**src/rtl/core/sbb_pkg.sv**
```systemverilog
package sbb_pkg;

   localparam int DEF_MAX_RADIUS = 8;
   localparam int DEF_MAX_WIDTH  = 2048;
   localparam int DEF_MAX_HEIGHT = 4096;

   localparam int TAP_LIMIT = 17;
   localparam int ROW_LIMIT = 9;
   localparam int SLOT_W    = 4;
   localparam int COORD_W   = 14;
   localparam int PIX_W     = 24;
   localparam int COEF_W    = 14;
   localparam int PROD_W    = 22;
   localparam int SUM_W     = 24;
   localparam int CMD_DEPTH = 4;
   localparam int OUT_DEPTH = 8;
   localparam int LEVEL_W   = $clog2(OUT_DEPTH + 1);

   localparam logic [1:0] REG_RADIUS = 2'd0;
   localparam logic [1:0] REG_WIDTH  = 2'd1;
   localparam logic [1:0] REG_HEIGHT = 2'd2;

   localparam logic OP_PIXEL = 1'b0;
   localparam logic OP_DRAIN = 1'b1;

   typedef struct packed {
      logic [3:0]  radius;
      logic [11:0] width;
      logic [12:0] height;
   } cfg_type;

   typedef struct packed {
      logic [PIX_W-1:0]     pixel;
      logic                 have_h;
      logic                 emit;
      logic                 last;
      logic [COORD_W-1:0]   hx;
      logic [SLOT_W-1:0]    slot;
      logic [TAP_LIMIT-1:0] hmask;
      logic [TAP_LIMIT-1:0] vmask;
   } cmd_type;

   typedef struct packed {
      logic       frame_last;
      logic [7:0] blue;
      logic [7:0] green;
      logic [7:0] red;
   } res_type;

   typedef logic [TAP_LIMIT*COEF_W-1:0] coef_row_type;

   function automatic coef_row_type pascal_row(input int n);
      int c [TAP_LIMIT];
      int i;
      int k;
      coef_row_type row;
      for (k = 0; k < TAP_LIMIT; k++) c[k] = 0;
      c[0] = 1;
      for (i = 1; i <= n; i++) begin
         for (k = i; k > 0; k--) c[k] = c[k] + c[k-1];
      end
      row = '0;
      for (k = 0; k < TAP_LIMIT; k++) row[k*COEF_W +: COEF_W] = COEF_W'(c[k]);
      return row;
   endfunction

   localparam coef_row_type COEF_ROWS [ROW_LIMIT] = '{
      pascal_row(0), pascal_row(2), pascal_row(4), pascal_row(6), pascal_row(8),
      pascal_row(10), pascal_row(12), pascal_row(14), pascal_row(16)
   };

endpackage

```
**src/rtl/core/sbb_queue.sv**
```systemverilog
module sbb_queue
   import sbb_pkg::*;
#(
   parameter int WIDTH = PIX_W,
   parameter int DEPTH = CMD_DEPTH
) (
   input  logic                       clock,
   input  logic                       reset,
   input  logic                       push,
   input  logic [WIDTH-1:0]           din,
   output logic                       full,
   input  logic                       pop,
   output logic [WIDTH-1:0]           dout,
   output logic                       empty,
   output logic [$clog2(DEPTH+1)-1:0] level
);

   localparam int AW = $clog2(DEPTH);
   localparam int LW = $clog2(DEPTH + 1);

   logic [WIDTH-1:0] mem_ff [DEPTH];
   logic [AW-1:0]    head_ff, head_in, tail_ff, tail_in;
   logic [LW-1:0]    level_ff, level_in;
   logic             do_push, do_pop;

   always_comb begin
      full    = (level_ff == LW'(DEPTH));
      empty   = (level_ff == '0);
      do_push = push && !full;
      do_pop  = pop && !empty;
      head_in = head_ff;
      tail_in = tail_ff;
      if (do_pop) begin
         head_in = (head_ff == AW'(DEPTH - 1)) ? '0 : head_ff + AW'(1);
      end
      if (do_push) begin
         tail_in = (tail_ff == AW'(DEPTH - 1)) ? '0 : tail_ff + AW'(1);
      end
      level_in = level_ff + LW'(do_push) - LW'(do_pop);
   end

   always_ff @(posedge clock) begin
      if (reset) begin
         head_ff  <= '0;
         tail_ff  <= '0;
         level_ff <= '0;
      end else begin
         head_ff  <= head_in;
         tail_ff  <= tail_in;
         level_ff <= level_in;
      end
   end

   always_ff @(posedge clock) begin
      if (do_push) begin
         mem_ff[tail_ff] <= din;
      end
   end

   assign dout  = mem_ff[head_ff];
   assign level = level_ff;

endmodule

```
**config.mk**
```make
export PLATFORM = sky130hd
export DESIGN_NAME = sbb_queue
export DESIGN_NICKNAME = d
export VERILOG_FILES = /design/src/rtl/core/sbb_pkg.sv /design/src/rtl/core/sbb_queue.sv
export SDC_FILE = /design/constraint.sdc
export NUM_CORES = 1
export LEC_CHECK = 0
export BUFFER_PORTS_ARGS = -buffer_cell sky130_fd_sc_hd__clkbuf_2
export CORE_MARGIN = 5
export CORE_UTILIZATION = 60
export DETAILED_ROUTE_END_ITERATION = 10
export PLACE_DENSITY = 0.83
export SYNTH_ARGS = -nofsm -noshare
export SYNTH_HDL_FRONTEND = slang
export SYNTH_SLANG_ARGS = --single-unit
export TNS_END_PERCENT = 100
```
**constraint.sdc**
```tcl
create_clock -name clock -period 4.08 [get_ports clock]
set_input_delay 0 -clock clock [delete_from_list [all_inputs] [get_ports clock]]
set_output_delay 0 -clock clock [all_outputs]
set_load 0.02 [all_outputs]
```
==> run summary <==
• 420 MHz — top achievable clock speed
• 3950 sq um — synthesized cell area
• or3b_1 — crit path max-delay cell type
• 25 — Cell variety after synth
• edfxtp_1 — cell taking the most area after synthesis
• edfxtp_1 — most common library cell in the layout ignoring fill and taps
• 1700 ps — internal reg-to-reg setup slack
• 91.1 um — Horiz. Die Dim
• 20.4% — Layout Area Growth over Synthesis
• 0 — # Post-CTS Setup Buffers
• 1730 ps — setup slack after placement
• 10400 um — global-route wire length before repair
• 176 — Post-Syn Instances
• 8300 sq um — area enclosed by the die boundary
• 73.0% — fraction of synthesized cell area taken by the top area cell type
• input port to flop — worst hold path class
• 9 — maximum fanout count along the critical path
• 51.5% — portion of total power attributed to sequential cells
• 2 — maximum buffer depth of the clock tree
• 5.54 — Vias/cell
• or3b_1, and2_4, inv_1, ha_1, inv_1, ha_1, fa_1, xnor2_1, xnor2_1, nor2_1 — CP Cell Sequence
• edfxtp_1 73%, mux4_2 14%, dfxtp_1 4.6% — ranking of synthesized cells by area
• 2088 — number of global-route vias before repair
• 344 — post-route non-filler standard cell count
• 22.4 sq um — mean cell area of the mapped netlist
• 0 — Overflow after GRT
• 4320 ps — worst path required time
• 9 — number of buffers inserted during clock tree synthesis
• 96 x edfxtp_1, 56 x clkbuf_2, 26 x dlygate4sd3_1 — leading cell types in the layout, fill and taps excluded
• 0 ps — TNS Setup
• 0.000449 V — Peak supply drop
• 2620 ps — arrival time worst endpoint
• 0 — total of warnings raised by yosys
• 43.1% — relative slew slack
• 1.70 nW — Leak Pwr
• finished clean — result of the run
• 87 — iteration-0 DRC count of the detailed router
• 105 — number of flip-flops and latches in the synthesized netlist
• 510 ps — delay of the slowest cell on the worst path
• 61.8% — initial standard-cell utilization of the core
• 3830 um — Detailed Place HPWL
• 24.2% — portion of total power attributed to the clock network
• 1700 ps — crit path setup slack, layout
• 303 — Cell Count Post-Placement
• 105 — CTS Sinks
• 0.734 — final weighted congestion of routability-driven global placement
• 0 — max-capacitance violation count
• 56 — number of I/O port buffers
• 3060 sq um — Register Area
• 1905 — overall via count from detail_route
• 28.0% — net switching share of the total power
• 58.4% — Tcrit/Tclk final
• no — RSZ-0062 raised after global routing
• 299 — layout net count
• 91.1 um — Die Height
• 0 — Routed Antenna Nets
• 16.6% — global routing usage summed across all routing layers
• 90 ps — Worst-path clk slew
• flop — CP Capture Type
• 350 ps — source-to-sink clock delay at the later pin of the worst-skew pair
• 3 — depth of the CTS H-tree
• 355 — layout filler cell count
• built — clock tree from TritonCTS
• 18.4 um — final routed wire length divided by cell count
• flop to flop — critical setup path kind
• 1.94 mW — Internal Pwr Total
• 77.6% — portion of the post-synthesis area used by sequential elements
• 0 — number of antenna violations at the first check in global routing
• 0 — DRC
• 2.69 mW — power after layout
• 0 — number of setup violations in the final report
• 8.83 ps — maximum clock skew at final layout
• 4 — detailed-router iteration count before antenna repair
• 0 — post-cts gate resize count
• 853 ps — Worst Tran Pin Value
• flop — CP startpoint kind
• 0 — Ant. Diodes
• clkbuf_8 — root buf cell
• 0.755 mW — Net Switching
• 25 — largest net degree at the start of global routing
• 2380 ps — fin crit period
• 57 — number of placed I/O pins
• 24.2% — part of the total power dissipated in combinational logic
• 26 — hold bufs inserted after CTS
• 566 nW/um^2 — power density normalized to cell area
• 212 — net count of the mapped netlist
• 0 — final-report max-slew violation count
• 811 sq um — multi-input gate area in the final layout
• 6320 um — detailed-route wire length
• 6390 sq um — area of the core
• 0 — number of endpoints with negative hold slack in the final report
• 29 — # rows
• 37.8% — share of final-layout standard cells stronger than drive strength 1
area by class of cell:
cell class	count	share of cell area, %
Timing Repair Buffer	83	11.5
Inverter	8	0.632
Clock inverter	6	1.71
Sequential cell	105	64.4
Multi-Input combinational cell	56	17.1
Clock buffer	9	2.61
Tap cell	77	2.03
registers in the layout (all words and copies together) (netlist names), named ones only:
signal,cells
head_ff,2
level,3
mem_ff,96
tail_ff,2
Yosys cell counts:
| master | count |
|---|---|
| a21o_1 | 1 |
| a21oi_1 | 2 |
| and2_4 | 1 |
| and3_2 | 4 |
| buf_1 | 1 |
| buf_2 | 3 |
| buf_4 | 2 |
| buf_6 | 1 |
| dfxtp_1 | 9 |
| edfxtp_1 | 96 |
| fa_1 | 1 |
| ha_1 | 7 |
| inv_1 | 8 |
| mux2i_1 | 1 |
| mux4_2 | 24 |
| nand2_1 | 1 |
| nand3_1 | 2 |
| nor2_1 | 2 |
| nor2b_1 | 2 |
| nor3_1 | 2 |
| o31ai_1 | 1 |
| o31ai_2 | 1 |
| or3_1 | 1 |
| or3b_1 | 1 |
| xnor2_1 | 2 |
metrics by stage:
step / cell area (sq um) / utilization [%] / hold slack [ps]
detailed placement: 4290 / 67.2 / 222
global route: 4750 / 74.5 / 132
finish: 4750 / 74.5 / 105
floorplan: 3950 / - / 69.1
global placement: 4290 / 67.2 / 218
CTS: 4750 / 74.5 / 83.5
final timing paths:
kind / endpoint / cells after the start / startpoint
worst max-delay path: level[2] / 10 / level[2]
worst min-delay path: head_ff[0] / 4 / pop
worst max register to register: level[2] / 10 / level[2]
worst min register to register: head_ff[0] / 2 / head_ff[0]
logic make-up after synthesis:
group | count (synthesis) | share of synthesized area (%)
buffers and inverters | 15 | 1.90
XOR/XNOR | 2 | 0.444
adder cells (fa/ha/maj) | 8 | 2.72
flip-flops | 105 | 77.6
AND/OR/NAND/NOR | 16 | 2.47
multiplexers | 25 | 13.9
AO/OA/AOI/OAI | 5 | 0.951
metal layers:
| layer | GRT usage, % | vias up | share of wire, % |
|---|---|---|---|
| li1 | - | 886 | - |
| met1 | 20.3 | 960 | 40 |
| met2 | 27.9 | 52 | 54 |
| met3 | 4.71 | 7 | 4.5 |
| met4 | 6.60 | 0 | 1.5 |
| met5 | 0 | - | 0 |
power groups by stage:
stage / clock network [mW] / logic [mW] / registers [mW]
floorplan: 0 / 0.496 / 1.37
global placement: 0 / 0.630 / 1.41
detailed placement: 0 / 0.640 / 1.42
CTS: 0.663 / 0.662 / 1.39
global route: 0.718 / 0.707 / 1.41
finish: 0.652 / 0.653 / 1.39
critical path: cells and delay by family (launching register included):
| family | cells | cell delay [ps] |
|---|---|---|
| xor+xnor | 2 | 320 |
| fa+ha+maj | 3 | 680 |
| buf+inv | 2 | 80 |
| flops | 1 | 410 |
| simple gates | 3 | 780 |
(Power assumes the default switching activity.)
